$ cat config.mk
export PLATFORM = sky130hd
export DESIGN_NAME = urlencoded_pair_decoder_core
export DESIGN_NICKNAME = d
export VERILOG_FILES = /design/src/upd_pkg.sv /design/src/upd_front.sv /design/src/upd_queue.sv /design/src/upd_back.sv /design/src/urlencoded_pair_decoder_core.sv
export SDC_FILE = /design/constraint.sdc
export NUM_CORES = 1
export LEC_CHECK = 0
export BUFFER_PORTS_ARGS = -buffer_cell sky130_fd_sc_hd__buf_2
export CAP_MARGIN = 20
export CORE_MARGIN = 3
export CORE_UTILIZATION = 30
export CTS_BUF_LIST = sky130_fd_sc_hd__clkbuf_16
export DETAILED_ROUTE_END_ITERATION = 8
export PLACE_DENSITY = 0.4
export SETUP_SLACK_MARGIN = 0.5
export SYNTH_ARGS = -nofsm -noshare
export SYNTH_HDL_FRONTEND = slang
export SYNTH_SLANG_ARGS = --single-unit
$ cat constraint.sdc
create_clock -name i_clk -period 5.7 [get_ports i_clk]
set_clock_uncertainty 0.1 [all_clocks]
set_input_delay 0.57 -clock i_clk [delete_from_list [all_inputs] [get_ports i_clk]]
set_output_delay 0.57 -clock i_clk [all_outputs]
set_load 0.1 [all_outputs]
$ cat src/upd_pkg.sv
// shared types, character codes and hex helpers of the urlencoded pair decoder
// used by upd_front, upd_queue, upd_back and urlencoded_pair_decoder_core
package upd_pkg;

    // depth of the job queue between front and back
    localparam int QUEUE_DEPTH = 4;

    // most results one input word can cause
    localparam int MAX_ITEMS = 3;

    // character codes
    localparam logic [7:0] CH_NUL     = 8'h00;
    localparam logic [7:0] CH_SPACE   = 8'h20;
    localparam logic [7:0] CH_AMP     = 8'h26;
    localparam logic [7:0] CH_PERCENT = 8'h25;
    localparam logic [7:0] CH_PLUS    = 8'h2B;
    localparam logic [7:0] CH_SEMI    = 8'h3B;
    localparam logic [7:0] CH_EQUAL   = 8'h3D;
    localparam logic [7:0] CH_DIGIT_0 = 8'h30;
    localparam logic [7:0] CH_DIGIT_9 = 8'h39;
    localparam logic [7:0] CH_UPPER_A = 8'h41;
    localparam logic [7:0] CH_UPPER_F = 8'h46;
    localparam logic [7:0] CH_LOWER_A = 8'h61;
    localparam logic [7:0] CH_LOWER_F = 8'h66;
    localparam logic [7:0] HEX_ALPHA_OFS = 8'd10;

    // separator modes
    localparam logic MODE_QUERY  = 1'b0;
    localparam logic MODE_COOKIE = 1'b1;

    // escape hold counts
    localparam logic [1:0] HELD_NONE    = 2'd0;
    localparam logic [1:0] HELD_PERCENT = 2'd1;
    localparam logic [1:0] HELD_DIGIT   = 2'd2;
    localparam logic [1:0] HELD_BAD     = 2'd3;

    typedef enum logic [1:0] {
        KIND_KEY      = 2'd0,
        KIND_VALUE    = 2'd1,
        KIND_PAIR_END = 2'd2
    } t_kind;

    typedef struct packed {
        t_kind      kind;
        logic [7:0] data;
    } t_item;

    // results of one input word, slot 0 first
    typedef struct packed {
        logic [1:0] count;
        t_item [MAX_ITEMS-1:0] item;
    } t_job;

    function automatic logic is_hex(logic [7:0] c);
        return (c >= CH_DIGIT_0 && c <= CH_DIGIT_9) ||
               (c >= CH_UPPER_A && c <= CH_UPPER_F) ||
               (c >= CH_LOWER_A && c <= CH_LOWER_F);
    endfunction

    // nibble of a hex digit, zero for anything else
    function automatic logic [3:0] hex_nibble(logic [7:0] c);
        logic [7:0] v;
        v = '0;
        if (c >= CH_DIGIT_0 && c <= CH_DIGIT_9) begin
            v = c - CH_DIGIT_0;
        end else if (c >= CH_UPPER_A && c <= CH_UPPER_F) begin
            v = c - CH_UPPER_A + HEX_ALPHA_OFS;
        end else if (c >= CH_LOWER_A && c <= CH_LOWER_F) begin
            v = c - CH_LOWER_A + HEX_ALPHA_OFS;
        end
        return v[3:0];
    endfunction

endpackage

$ cat src/upd_front.sv
// front end: takes raw words, tracks token and escape state, builds one job per word
// depends on upd_pkg
module upd_front (
    input  logic           i_clk,
    input  logic           i_rst_n,
    input  logic           i_cfg_wr_en,
    input  logic           i_cfg_wr_data,
    input  logic           i_accept,
    input  logic [7:0]     i_raw_byte,
    output upd_pkg::t_job  o_job
);

    logic       r_mode;
    logic       r_token_open, n_token_open;
    logic       r_in_value, n_in_value;
    logic       r_at_start, n_at_start;
    logic [1:0] r_held_count, n_held_count;
    logic [7:0] r_held_digit, n_held_digit;

    logic          cookie;
    logic          delim;
    logic [7:0]    c_byte;
    logic          c_hex;
    logic [1:0]    held;
    upd_pkg::t_kind part_kind;
    logic          emit_pct;
    logic          emit_dig;
    logic          emit_main;
    upd_pkg::t_kind main_kind;
    logic [7:0]    main_byte;
    logic [1:0]    slot;

    // classification of the incoming word
    assign cookie    = (r_mode == upd_pkg::MODE_COOKIE);
    assign delim     = (i_raw_byte == upd_pkg::CH_NUL) ||
                       (!cookie && i_raw_byte == upd_pkg::CH_AMP) ||
                       (cookie && i_raw_byte == upd_pkg::CH_SEMI);
    assign c_byte    = (!cookie && i_raw_byte == upd_pkg::CH_PLUS) ?
                       upd_pkg::CH_SPACE : i_raw_byte;
    assign c_hex     = upd_pkg::is_hex(c_byte);
    assign held      = (r_held_count == upd_pkg::HELD_BAD) ? upd_pkg::HELD_NONE : r_held_count;
    assign part_kind = r_in_value ? upd_pkg::KIND_VALUE : upd_pkg::KIND_KEY;

    // next state and which results this word causes
    always_comb begin
        n_token_open = r_token_open;
        n_in_value   = r_in_value;
        n_at_start   = r_at_start;
        n_held_count = held;
        n_held_digit = r_held_digit;
        emit_pct     = 1'b0;
        emit_dig     = 1'b0;
        emit_main    = 1'b0;
        main_kind    = part_kind;
        main_byte    = c_byte;
        if (delim) begin
            emit_pct     = (held != upd_pkg::HELD_NONE);
            emit_dig     = (held == upd_pkg::HELD_DIGIT);
            emit_main    = r_token_open;
            main_kind    = upd_pkg::KIND_PAIR_END;
            main_byte    = '0;
            n_token_open = 1'b0;
            n_in_value   = 1'b0;
            n_at_start   = 1'b1;
            n_held_count = upd_pkg::HELD_NONE;
            n_held_digit = '0;
        end else begin
            n_token_open = 1'b1;
            if (!(cookie && r_at_start && i_raw_byte == upd_pkg::CH_SPACE)) begin
                n_at_start = 1'b0;
                if (i_raw_byte == upd_pkg::CH_EQUAL && !r_in_value) begin
                    emit_pct     = (held != upd_pkg::HELD_NONE);
                    emit_dig     = (held == upd_pkg::HELD_DIGIT);
                    n_held_count = upd_pkg::HELD_NONE;
                    n_in_value   = 1'b1;
                end else if (held == upd_pkg::HELD_PERCENT && c_hex) begin
                    n_held_digit = c_byte;
                    n_held_count = upd_pkg::HELD_DIGIT;
                end else if (held == upd_pkg::HELD_DIGIT && c_hex) begin
                    emit_main    = 1'b1;
                    main_byte    = {upd_pkg::hex_nibble(r_held_digit),
                                    upd_pkg::hex_nibble(c_byte)};
                    n_held_count = upd_pkg::HELD_NONE;
                end else begin
                    // bad escape is flushed, then the word is taken fresh
                    emit_pct = (held != upd_pkg::HELD_NONE);
                    emit_dig = (held == upd_pkg::HELD_DIGIT);
                    if (c_byte == upd_pkg::CH_PERCENT) begin
                        n_held_count = upd_pkg::HELD_PERCENT;
                    end else begin
                        n_held_count = upd_pkg::HELD_NONE;
                        emit_main    = 1'b1;
                    end
                end
            end
        end
    end

    // pack the results into consecutive slots
    always_comb begin
        o_job = '0;
        slot  = '0;
        if (emit_pct) begin
            o_job.item[slot].kind = part_kind;
            o_job.item[slot].data = upd_pkg::CH_PERCENT;
            slot = slot + 2'd1;
        end
        if (emit_dig) begin
            o_job.item[slot].kind = part_kind;
            o_job.item[slot].data = r_held_digit;
            slot = slot + 2'd1;
        end
        if (emit_main) begin
            o_job.item[slot].kind = main_kind;
            o_job.item[slot].data = main_byte;
            slot = slot + 2'd1;
        end
        o_job.count = slot;
    end

    // mode register and token state
    always_ff @(posedge i_clk) begin
        if (!i_rst_n) begin
            r_mode       <= upd_pkg::MODE_QUERY;
            r_token_open <= 1'b0;
            r_in_value   <= 1'b0;
            r_at_start   <= 1'b1;
            r_held_count <= upd_pkg::HELD_NONE;
            r_held_digit <= '0;
        end else begin
            if (i_cfg_wr_en) begin
                r_mode <= i_cfg_wr_data;
            end
            if (i_accept) begin
                r_token_open <= n_token_open;
                r_in_value   <= n_in_value;
                r_at_start   <= n_at_start;
                r_held_count <= n_held_count;
                r_held_digit <= n_held_digit;
            end
        end
    end

endmodule

$ cat src/upd_queue.sv
// job queue between front and back, register based, head read combinationally
// depends on upd_pkg
module upd_queue #(
    parameter int DEPTH = upd_pkg::QUEUE_DEPTH
) (
    input  logic          i_clk,
    input  logic          i_rst_n,
    input  logic          i_push,
    input  upd_pkg::t_job i_push_job,
    input  logic          i_pop,
    output logic          o_full,
    output logic          o_valid,
    output upd_pkg::t_job o_head
);

    localparam int PTR_W = (DEPTH > 1) ? $clog2(DEPTH) : 1;
    localparam int CNT_W = $clog2(DEPTH + 1);

    upd_pkg::t_job r_mem [DEPTH];
    logic [PTR_W-1:0] r_wr_ptr, n_wr_ptr;
    logic [PTR_W-1:0] r_rd_ptr, n_rd_ptr;
    logic [CNT_W-1:0] r_count, n_count;
    logic do_push;
    logic do_pop;

    assign o_full  = (r_count == CNT_W'(DEPTH));
    assign o_valid = (r_count != '0);
    assign o_head  = r_mem[r_rd_ptr];
    assign do_push = i_push && !o_full;
    assign do_pop  = i_pop && o_valid;

    // pointer and fill bookkeeping
    always_comb begin
        n_wr_ptr = r_wr_ptr;
        n_rd_ptr = r_rd_ptr;
        n_count  = r_count;
        if (do_push) begin
            n_wr_ptr = (r_wr_ptr == PTR_W'(DEPTH - 1)) ? '0 : r_wr_ptr + PTR_W'(1);
        end
        if (do_pop) begin
            n_rd_ptr = (r_rd_ptr == PTR_W'(DEPTH - 1)) ? '0 : r_rd_ptr + PTR_W'(1);
        end
        if (do_push && !do_pop) begin
            n_count = r_count + CNT_W'(1);
        end else if (do_pop && !do_push) begin
            n_count = r_count - CNT_W'(1);
        end
    end

    always_ff @(posedge i_clk) begin
        if (!i_rst_n) begin
            r_wr_ptr <= '0;
            r_rd_ptr <= '0;
            r_count  <= '0;
        end else begin
            r_wr_ptr <= n_wr_ptr;
            r_rd_ptr <= n_rd_ptr;
            r_count  <= n_count;
        end
    end

    // job storage
    always_ff @(posedge i_clk) begin
        if (do_push) begin
            r_mem[r_wr_ptr] <= i_push_job;
        end
    end

endmodule

$ cat src/upd_back.sv
// back end: walks the slots of each job and feeds the result output register
// depends on upd_pkg
module upd_back (
    input  logic           i_clk,
    input  logic           i_rst_n,
    input  logic           i_q_valid,
    input  upd_pkg::t_job  i_q_head,
    output logic           o_q_pop,
    output logic           o_valid,
    input  logic           i_ready,
    output upd_pkg::t_kind o_kind,
    output logic [7:0]     o_data,
    output logic           o_last
);

    logic           r_busy, n_busy;
    upd_pkg::t_job  r_job, n_job;
    logic [1:0]     r_idx, n_idx;
    logic           r_m_valid;
    upd_pkg::t_kind r_m_kind;
    logic [7:0]     r_m_data;
    logic           r_m_last;

    logic  load_out;
    logic  take;
    logic  cur_last;
    logic  refill;

    assign load_out = !r_m_valid || i_ready;
    assign take     = load_out && r_busy;
    assign cur_last = (r_idx == r_job.count - 2'd1);
    assign refill   = !r_busy || (take && cur_last);
    assign o_q_pop  = refill && i_q_valid;

    // slot walk and job refill from the queue
    always_comb begin
        n_busy = r_busy;
        n_job  = r_job;
        n_idx  = r_idx;
        if (refill) begin
            n_busy = i_q_valid;
            n_job  = i_q_head;
            n_idx  = '0;
        end else if (take) begin
            n_idx = r_idx + 2'd1;
        end
    end

    always_ff @(posedge i_clk) begin
        if (!i_rst_n) begin
            r_busy    <= 1'b0;
            r_idx     <= '0;
            r_m_valid <= 1'b0;
        end else begin
            r_busy <= n_busy;
            r_idx  <= n_idx;
            if (load_out) begin
                r_m_valid <= r_busy;
            end
        end
    end

    // payload registers
    always_ff @(posedge i_clk) begin
        r_job <= n_job;
        if (take) begin
            r_m_kind <= r_job.item[r_idx].kind;
            r_m_data <= r_job.item[r_idx].data;
            r_m_last <= cur_last;
        end
    end

    assign o_valid = r_m_valid;
    assign o_kind  = r_m_kind;
    assign o_data  = r_m_data;
    assign o_last  = r_m_last;

endmodule

$ cat src/urlencoded_pair_decoder_core.sv
// top level of the urlencoded pair decoder: front end, job queue and back end
// depends on upd_pkg, upd_front, upd_queue, upd_back
//
// channel   direction  signals                       contents
// s_axis    in         tvalid tready tdata[7:0]      raw_byte
// m_axis    out        tvalid tready tdata[7:0]      out_byte
//                      tuser[1:0] tlast              item_kind, run_last
// cfg       in         i_cfg_wr_en i_cfg_wr_data     separator_mode
//
// one input word is taken per cycle while the job queue has room; each word
// yields zero to three results, sent one per cycle while m_axis_tready is high
// from the output register; each result passes the queue, job and output registers
// the queue depth sets how far input runs ahead of a stalled output
// synchronous active-low reset clears control state, not data; no clearing pass is needed
module urlencoded_pair_decoder_core #(
    parameter int QUEUE_DEPTH = upd_pkg::QUEUE_DEPTH
) (
    input  logic       i_clk,
    input  logic       i_rst_n,
    input  logic       i_cfg_wr_en,
    input  logic       i_cfg_wr_data,
    input  logic       s_axis_tvalid,
    output logic       s_axis_tready,
    input  logic [7:0] s_axis_tdata,   // [7:0] raw_byte
    output logic       m_axis_tvalid,
    input  logic       m_axis_tready,
    output logic [7:0] m_axis_tdata,   // [7:0] out_byte
    output logic [1:0] m_axis_tuser,   // [1:0] item_kind
    output logic       m_axis_tlast    // run_last
);

    upd_pkg::t_job  front_job;
    upd_pkg::t_job  q_head;
    upd_pkg::t_kind out_kind;
    logic           q_full;
    logic           q_valid;
    logic           q_pop;
    logic           in_accept;

    assign s_axis_tready = !q_full;
    assign in_accept     = s_axis_tvalid && s_axis_tready;

    // classify words and keep token state
    upd_front u_front (
        .i_clk         (i_clk),
        .i_rst_n       (i_rst_n),
        .i_cfg_wr_en   (i_cfg_wr_en),
        .i_cfg_wr_data (i_cfg_wr_data),
        .i_accept      (in_accept),
        .i_raw_byte    (s_axis_tdata),
        .o_job         (front_job)
    );

    // jobs with no result are not queued
    upd_queue #(
        .DEPTH (QUEUE_DEPTH)
    ) u_queue (
        .i_clk      (i_clk),
        .i_rst_n    (i_rst_n),
        .i_push     (in_accept && (front_job.count != 2'd0)),
        .i_push_job (front_job),
        .i_pop      (q_pop),
        .o_full     (q_full),
        .o_valid    (q_valid),
        .o_head     (q_head)
    );

    // serialize results
    upd_back u_back (
        .i_clk     (i_clk),
        .i_rst_n   (i_rst_n),
        .i_q_valid (q_valid),
        .i_q_head  (q_head),
        .o_q_pop   (q_pop),
        .o_valid   (m_axis_tvalid),
        .i_ready   (m_axis_tready),
        .o_kind    (out_kind),
        .o_data    (m_axis_tdata),
        .o_last    (m_axis_tlast)
    );

    assign m_axis_tuser = out_kind;

`ifndef NO_ASSERTIONS
    // a pair end closes the results of its word and carries a zero byte
    a_pair_end_last: assert property (@(posedge i_clk) disable iff (!i_rst_n)
        (m_axis_tvalid && m_axis_tuser == upd_pkg::KIND_PAIR_END) |->
        (m_axis_tlast && m_axis_tdata == 8'd0))
        else $error("pair end without last or with nonzero byte");

    // no empty job ever reaches the queue head
    a_head_nonempty: assert property (@(posedge i_clk) disable iff (!i_rst_n)
        q_valid |-> (q_head.count != 2'd0))
        else $error("empty job in queue");

    // output is idle right after reset
    a_reset_idle: assert property (@(posedge i_clk)
        !i_rst_n |=> !m_axis_tvalid)
        else $error("output valid after reset");
`endif

endmodule
* Word level (Yosys, flattened, before mapping) *
Memories as Yosys holds them, arrays and structs flattened. A register that Yosys moved wholly into a read port is not among the register bits.
Cells that the tools add are included.

storage, ports and cells
  register bits = 36
  latch bits = 0
  bits in writable memories = 128
  ROM bits = 0
  bits of input ports = 14
  output and inout port bits = 13
  logic and storage cells = 189
  memories kept = 1

memories
  name           words  bits a word  rd ports  clocked after memory_dff  write ports  RTL line         source
  u_queue.r_mem  4      32           1         1                         1            upd_queue.sv:19  upd_pkg::t_job r_mem [DEPTH];

cells by class
  $add $sub $neg = 18
  multipliers = 0
  div/mod/pow operators = 0
  $lt $le $gt $ge = 17
  eq/ne operators = 15
  shift operators = 0
  mux-type cells = 73
  bitwise gates (word level) = 1
  reduce and logical (&&, ||, !) cells = 49

operators with widths
  operator             count
  $bwmux 30            4
  $mux 8               12
  $demux 10 s2         4
  $mux 30              2
  $eq 8x6->1 const B   6
  $mux 10              4
  $ge 8x7->1 const B   4
  $le 8x7->1 const B   4
  $mux 1               27
  $logic_and 1x1->1    25
  $mux 4               6
  $sub 4x1->4 const B  6
  $mux 2               11
  $bmux 10 s2          1
  $add 4x4->4 const B  4
  $ge 8x6->1 const B   2
  $le 8x6->1 const B   2
  $reduce_bool 2->1    5
  $add 2x1->2 const B  4
  $eq 2x2->1 const B   4
  $logic_not 8->1      1
  $logic_not 1->1      7
  $logic_or 1x1->1     6
  $lt 2x3->1 const B   2
  18 further kinds     20

* Longest topological paths before layout *
Gate-level depths: netlist of run 1.

  depth in word-level cells = 25
  gate-level depth with buffers = 20
  gate-level depth less buffers = 18

* Modules after synthesis *
A second synthesis of run 1 with hierarchy kept.

second synthesis, totals
  cells, all modules = 543
  area total of the unflattened synthesis = 8652.0 um2

by module, submodules not included
  module                        instances  cells each  area an instance (um2)  sequential area each (um2)
  upd_queue                     1          218         5139.9                  4023.9
  upd_front                     1          217         1752.9                  280.3
  upd_back                      1          105         1734.2                  1371.3
  urlencoded_pair_decoder_core  1          3           25.0                    0.0

* Least setup slack after synthesis of run 1 *
OpenSTA, ideal clock, no wires.

  kind = input-to-reg
  start point = input s_axis_tdata[0]
  end point = register u_queue.r_count[2]
  setup time = 0.076 ns
  arrival time = 4.254 ns
  data required time = 5.524 ns
  setup slack = 1.271 ns
  cell stages on the path = 19
  buffers on the path = 1
  path through = clkbuf_1 inv_1 ha_1 and4b_1 a31oi_2 o211a_1 o31a_1 inv_1 ha_1 nor2_1 nor2_1 a31oi_1 a221oi_4 ha_1 inv_1 fa_1 xor2_1 or3_1 a21boi_0

on the way
  longest elaborated chain between the ends = 24
  elaborated cells on any way between the ends = 57
  those cells by class = add/sub (2); order compare (6); eq/ne (6); mux (21); reduce/logical (22)

RTL lines
  item                                      RTL line                            source
  start, declared                           urlencoded_pair_decoder_core.sv:24  input logic [7:0] s_axis_tdata,
  $eq 8x6->1                                upd_front.sv:38                     assign c_byte = (!cookie && i_raw_byte == upd_pkg::CH_PLUS) ?
  $logic_and 1x1->1                         upd_front.sv:38
  $mux 8                                    upd_front.sv:38
  $ge 8x6->1, or another cell as far along  upd_pkg.sv:55                       return (c >= CH_DIGIT_0 && c <= CH_DIGIT_9) ||
  $logic_and 1x1->1 (on tied branches)      upd_pkg.sv:55, upd_pkg.sv:56
  $logic_or 1x1->1                          upd_pkg.sv:55
  $logic_or 1x1->1                          upd_pkg.sv:56                       (c >= CH_UPPER_A && c <= CH_UPPER_F) ||
  $logic_and 1x1->1                         upd_front.sv:79                     end else if (held == upd_pkg::HELD_DIGIT && c_hex) begin
  [... 9 more ...]                          --
  $mux 2 (*)                                upd_front.sv:113                    if (emit_main) begin
  $reduce_bool 2->1 (*)                     urlencoded_pair_decoder_core.sv:60  .i_push (in_accept && (front_job.count != 2'd0)),
  $logic_and 1x1->1 (*)                     urlencoded_pair_decoder_core.sv:60
  $logic_and 1x1->1 (*)                     upd_queue.sv:29                     assign do_push = i_push && !o_full;
  via u_queue.do_push                       upd_queue.sv:23                     logic do_push;
  $logic_not 1->1                           upd_queue.sv:45                     end else if (do_pop && !do_push) begin
  $logic_and 1x1->1                         upd_queue.sv:45
  $reduce_bool 2->1 (no source line)        --
  end signal, assigned                      upd_queue.sv:58                     r_count <= n_count;
  end, declared                             upd_queue.sv:22                     logic [CNT_W-1:0] r_count, n_count;

The timed path passes the listed nets; every way through them passes the cells marked *.
A chain may end at the register's enable or synchronous reset.

* Final worst setup path of run 1 *
  start point = input s_axis_tdata[1]
  end point = register u_queue.r_count[2]

Same word-level chain as after synthesis.

==> results of run 1 <==
-- worst paths after layout --
check | end | slack [ns] | start
worst min-delay path | u_front.cookie$_SDFFE_PN0P_ | 0.29 | i_cfg_wr_data
worst min register to register | u_front.r_at_start$_SDFFE_PN1P_ | 0.41 | u_front.r_at_start$_SDFFE_PN1P_
worst max register to register | u_queue.r_count[2]$_SDFFE_PN0P_ | 1.52 | u_front.cookie$_SDFFE_PN0P_
worst max-delay path | u_queue.r_count[2]$_SDFFE_PN0P_ | 1.35 | s_axis_tdata[1]
-- critical path, cell delays in order --
cell	delay, ns
buf_2	0.16
inv_1	0.10
ha_1	0.26
or4_4	0.46
nand4b_4	0.12
o211a_1	0.21
o31a_1	0.29
inv_1	0.12
ha_1	0.37
nor2_1	0.07
nor2_1	0.08
a31oi_1	0.07
a221oi_4	0.44
ha_1	0.25
inv_1	0.06
fa_1	0.37
xor2_1	0.17
or3_1	0.30
a21boi_0	0.15
-- cell usage in the layout, fill, tap and decap left out, types with 17 or more instances in the layout --
cell type	Yosys	final
edfxtp_1	171	171
dfxtp_1	25	24
ha_1	22	22
mux4_2	32	32
nor2_1	25	25
buf_2	2	26
mux2i_1	19	19
nand2_1	26	26
clkbuf_16	0	17
inv_1	18	19
-- layer usage --
metal,vias to the layer above,routed length (um),GRT usage (%)
li1,2154,-,-
met1,2383,8480,17.1
met2,76,9100,20.9
met3,24,643,2.69
met4,0,299,3.76
met5,-,0,0
-- flip-flops by register name (all words and copies together), names as in the netlist, 2 cells and up --
| register | flops |
|---|---|
| u_queue.r_mem | 128 |
| u_back.r_job | 32 |
| u_back.o_data | 8 |
| u_front.r_held_digit | 8 |
| u_queue.r_count | 3 |
| u_back.o_kind | 2 |
| u_back.r_idx | 2 |
| u_front.r_held_count | 2 |
| u_queue.r_rd_ptr | 2 |
| u_queue.r_wr_ptr | 2 |
-- where the power goes --
part | internal [W] | switching [W]
sequential | 0.00205 | 0.000104
combinational | 0.000421 | 0.000823
clock | 0.000626 | 0.000569
-- kinds of logic (layout without fill, tap and decap cells) --
| group | after synthesis | in the layout | share of synthesized area [%] |
|---|---|---|---|
| flip-flops | 196 | 196 | 65.8 |
| AO/OA/AOI/OAI | 92 | 92 | 9.10 |
| buffers and inverters | 44 | 87 | 2.13 |
| AND/OR/NAND/NOR | 120 | 120 | 8.31 |
| multiplexers | 52 | 52 | 10.8 |
| XOR/XNOR | 5 | 5 | 0.511 |
| adder cells (fa/ha/maj) | 23 | 23 | 3.45 |
-- synthesized netlist by cell type (6+ instances only) --
| library cell | count | area, um2 |
|---|---|---|
| buf_1 | 6 | 22.5 |
| nor2b_1 | 12 | 75.1 |
| o2bb2ai_1 | 7 | 61.3 |
| and3_1 | 7 | 43.8 |
| a21oi_1 | 8 | 40.0 |
| ha_1 | 22 | 275 |
| and2_1 | 8 | 50.1 |
| mux2i_1 | 19 | 190 |
| o21ai_0 | 16 | 80.1 |
| inv_1 | 18 | 67.6 |
| dfxtp_1 | 25 | 500 |
| clkbuf_1 | 14 | 52.6 |
| nand2_1 | 26 | 97.6 |
| a22o_1 | 12 | 105 |
| edfxtp_1 | 171 | 5130 |
| mux4_2 | 32 | 721 |
| nor2_1 | 25 | 93.8 |
| nor3_1 | 8 | 40.0 |
-- through the flow --
stage / std cells / area [um2] / hold WS [ns] / util, %
4_1_cts: 953 / 9750 / 0.271 / 34.9
2_1_floorplan: 532 / 8570 / 0.351 / -
3_3_place_gp: 921 / 9160 / 0.388 / 32.8
5_1_grt: 953 / 9750 / 0.300 / 34.9
3_5_place_dp: 921 / 9160 / 0.383 / 32.8
6_report: 953 / 9750 / 0.295 / 34.9
-- area by class of cell --
cell class / count / area, um2 / share of cell area (%)
sequential: 196 / 5640 / 57.8
timing repair buffer: 36 / 205 / 2.10
multi-input combinational: 292 / 2770 / 28.4
inverter: 19 / 71.3 / 0.732
clock buffer: 17 / 425 / 4.36
clock inverter: 15 / 166 / 1.71
tap: 378 / 473 / 4.85
==> impl_metrics.tcl, run 1 <==
set metrics [dict create \
    core_area_um2 27900 \
    reg2reg_depth 15 \
    synth_ff_type "edfxtp_1" \
    avgSynthCellArea_um2 16.1 \
    post_cts_resized 0 \
    vias 4637 \
    post_cts_buffers 0 \
    area_growth_pct 13.7 \
    ctsHoldBuffers 0 \
    num-nets-final 599 \
    cp-start-kind "primary input" \
    root_buffer "clkbuf_16" \
    cts_inserted_buffers 17 \
    drt_iter0_markers 261 \
    syn_area_um2 8570 \
    synth_cell_types 77 \
    powerDensity_nw_per_um2 471 \
    end_kind "register" \
    synthCells 532 \
    fp.dieW_um 175 \
    async_reset_ff_share_pct 0 \
    clk_pin_slew_worst_paths_ns 0.08 \
    grt_use_total_pct 12.7 \
    port_buffers 26 \
    drive_gt1_share_pct 21.6 \
    die_height_um 175 \
    overflow 0 \
    grt_max_degree 37 \
    critical_path_class "in2reg" \
    setup-violations-final 0 \
    dp_hpwl_um 12000 \
    cts_tree "done" \
    finalHoldViolations 0 \
    ys_seq_elements 196 \
    ant_nets 0 \
    slew_violations 0 \
    clk_path_buf_depth 2 \
    required_ns 5.96 \
    rsz0062_at_grt "no" \
    grt_pass1_wl_um 29200 \
    numClockSinks 196 \
    diodes 0 \
    gp_congestion 0.815 \
    cp_max_fo 8 \
    die_area_um2 30600 \
    fin_setup_tns_ns 0 \
    setup_ws_ns 1.35 \
    tightest_slew_ns 1.08 \
    synthesis.nets 569 \
    min_period_ns 4.35 \
    rows 61 \
    ioPinCount 27 \
    ys_seq_area_share_pct 65.8 \
    max_slew_margin_pct 27.7 \
    grt_pass1_vias 4783 \
    max_cap_viol_count 0 \
    antenna_found_initial 0 \
    fmax_mhz 230 \
    finalCritPeriodShare_pct 76.3 \
    finalPower_w 0.00459 \
    min_path_type "in2reg" \
    avgViaCountPerCell 4.87 \
    wl_per_cell_um 19.4 \
    holdPathStages 3 \
    yosysWarnings 0 \
    drc 0 \
    htree_num_levels 4 \
    wl_um 18500 \
    vdd_drop_max_uv 189 \
    initial_core_util_pct 30.7 \
    synth-edff-count 171 \
    critPathArrivalTime_ns 4.61 \
    drt-pass1-iter-count 4 \
    fill_cells 2706 \
    p_leak_nw 3.20 \
    place_ws_ns 0.899 \
    clkLatencyLatePin_ns 0.43 \
    status "complete, no violations" \
]
Note: power is estimated with default switching activity, not from simulation.
==> run 2, diff against run 1 <==
PLACE_DENSITY = 0.42   (was 0.4)
clock period = 4 ns   (was 5.7 ns; I/O delays follow)
==> run 2 against run 1 <==
  * Cell count grew 2.8%
  * First-iteration DRC count down 16%
  * Largest cell class unchanged
  * Highest routed layer unchanged
  * Power up 47%
  * Combinational power increased by 52%
  * Via count grew 2.2%
  * Clock-buffer cell count unchanged
==> impl_metrics.tcl, run 2 (synthesis results as in run 1) <==
set metrics [dict create \
    dp_cells 941 \
    switching_share_pct 32.8 \
    rows 61 \
    reg2reg_depth 16 \
    numClockSinks 196 \
    initial_core_util_pct 30.7 \
    clk_pin_slew_worst_paths_ns 0.08 \
    rsz0062_at_grt "yes" \
    finalHoldViolations 0 \
    ioPinCount 27 \
    finalPower_w 0.00674 \
    drt_iter0_markers 218 \
    power.switching_w 0.00221 \
    r2r_start "u_front.cookie$_SDFFE_PN0P_" \
    reg2reg_slack_ns 0.51 \
    fin_cells 980 \
    drive_gt1_share_pct 27.4 \
    cts_inserted_buffers 17 \
    cts_tree "done" \
    critical_path_class "reg2reg" \
    required_ns 4.26 \
    wl_met1_um 8770 \
    tightest_slew_ns 0.889 \
    wl_per_cell_um 19.1 \
    critPathArrivalTime_ns 3.76 \
    end_kind "register" \
    num-nets-final 626 \
    final_cell_mix "171 x edfxtp_1, 33 x buf_4, 32 x mux4_2" \
    overflow 0 \
    p_int_w 0.00453 \
    wl_met3_um 470 \
    area_growth_pct 17.7 \
    clkPwrFrac_pct 26.3 \
    pwr-share-seq_pct 45.8 \
    met2_length_um 9280 \
    p_leak_nw 3.37 \
    grt_use_total_pct 12.7 \
    avgViaCountPerCell 4.83 \
    htree_num_levels 4 \
    min_period_ns 3.49 \
    fp.dieW_um 175 \
    core_area_um2 27900 \
    fmax_mhz 286 \
    grt_pass1_vias 4962 \
    max_cap_viol_count 0 \
    vias 4737 \
    wl_um 18800 \
    grt_max_degree 36 \
    dp_hpwl_um 12600 \
    powerDensity_nw_per_um2 668 \
    setup-violations-final 0 \
    root_buffer "clkbuf_16" \
    ctsHoldBuffers 0 \
    top_layer_used "met4" \
    finalCritPeriodShare_pct 87.4 \
    port_buffers 26 \
    largest_reg_flops 128 \
    die_area_um2 30600 \
    diodes 0 \
    max_slew_margin_pct 40.6 \
    gp_congestion 0.836 \
    min_path_type "in2reg" \
    vdd_drop_max_uv 270 \
    largestRegisters "u_queue.r_mem (128), u_back.r_job (32)" \
    antenna_found_initial 0 \
    largest-register "u_queue.r_mem" \
    slew_violations 0 \
    crit_start "u_front.cookie$_SDFFE_PN0P_" \
    combPwrFrac_pct 27.9 \
    die_height_um 175 \
    clkLatencyLatePin_ns 0.43 \
    ant_nets 0 \
    status "complete, no violations" \
    timing.rr.end "u_queue.r_count[2]$_SDFFE_PN0P_" \
    drt-pass1-iter-count 4 \
    clk_path_buf_depth 2 \
    cp-start-kind "register" \
    drc 0 \
    critical_path.endpoint "u_queue.r_count[2]$_SDFFE_PN0P_" \
    fin_setup_tns_ns 0 \
    final_common_cell "edfxtp_1" \
    cp_max_fo 5 \
    grt_pass1_wl_um 29500 \
]
-- run 2: how the worst min path moves through the flow --
stage,from,end,slack [ns],depth (start not counted)
global placement,u_queue.r_wr_ptr[1]$_SDFFE_PN0P_,u_queue.r_wr_ptr[1]$_SDFFE_PN0P_,0.39,2
finish,i_cfg_wr_data,u_front.cookie$_SDFFE_PN0P_,0.12,3
floorplan,u_front.r_at_start$_SDFFE_PN1P_,u_front.r_at_start$_SDFFE_PN1P_,0.35,2
global route,i_cfg_wr_data,u_front.cookie$_SDFFE_PN0P_,0.16,3
CTS,i_cfg_wr_data,u_front.cookie$_SDFFE_PN0P_,0.11,3
detailed placement,u_front.r_at_start$_SDFFE_PN1P_,u_front.r_at_start$_SDFFE_PN1P_,0.39,2
-- run 2: power by group through the flow --
| stage | combinational, W | sequential, W | clock, W |
|---|---|---|---|
| final | 0.00188 | 0.00309 | 0.00177 |
| after global routing | 0.00206 | 0.00314 | 0.00191 |
| after CTS | 0.00192 | 0.00310 | 0.00182 |
| after detailed placement | 0.00190 | 0.00314 | 0 |
| after global placement | 0.00188 | 0.00312 | 0 |
| after floorplan | 0.00106 | 0.00340 | 0 |
-- run 2: critical path: stages, from the launching register on --
cell and delay [ns]:
dfxtp_4 0.36, nor4b_4 0.37, a31oi_4 0.12, o211a_1 0.26, o31a_1 0.28, inv_2 0.09
ha_4 0.15, nor2_1 0.04, nor2_1 0.08, a31oi_1 0.08, a221oi_4 0.30, ha_2 0.24
inv_2 0.04, fa_2 0.32, xor2_1 0.17, or3_1 0.30, a21boi_1 0.12
-- run 2: timing repair --
action,CTS,global route
setup buffers,6,1
pin swaps,4,3
gates resized for setup,2,0
endpoints found under the setup margin,1,28
-- run 2: per-layer routing --
metal | up-vias | GRT usage [%]
li1 | 2213 | -
met1 | 2440 | 16.7
met2 | 67 | 21.5
met3 | 17 | 2.74
met4 | 0 | 3.29
met5 | - | 0
-- run 2: area by class of cell --
cell class	count	area, um2
Fill cell	2707	17800
Sequential cell	196	5640
Multi-Input combinational cell	292	2820
Tap cell	378	473
Timing Repair Buffer	63	458
Clock buffer	17	425
Clock inverter	15	204
Inverter	19	71.3
-- run 2: metrics by stage --
stage / instance area [um2] / hold slack (ns) / setup slack (ns) / utilization, %
floorplan: 8630 / 0.353 / 0.0903 / -
global placement: 9400 / 0.386 / 0.137 / 33.7
detailed placement: 9400 / 0.392 / 0.0404 / 33.7
CTS: 10100 / 0.107 / 0.496 / 36.1
global route: 10100 / 0.155 / 0.343 / 36.1
finish: 10100 / 0.124 / 0.505 / 36.1
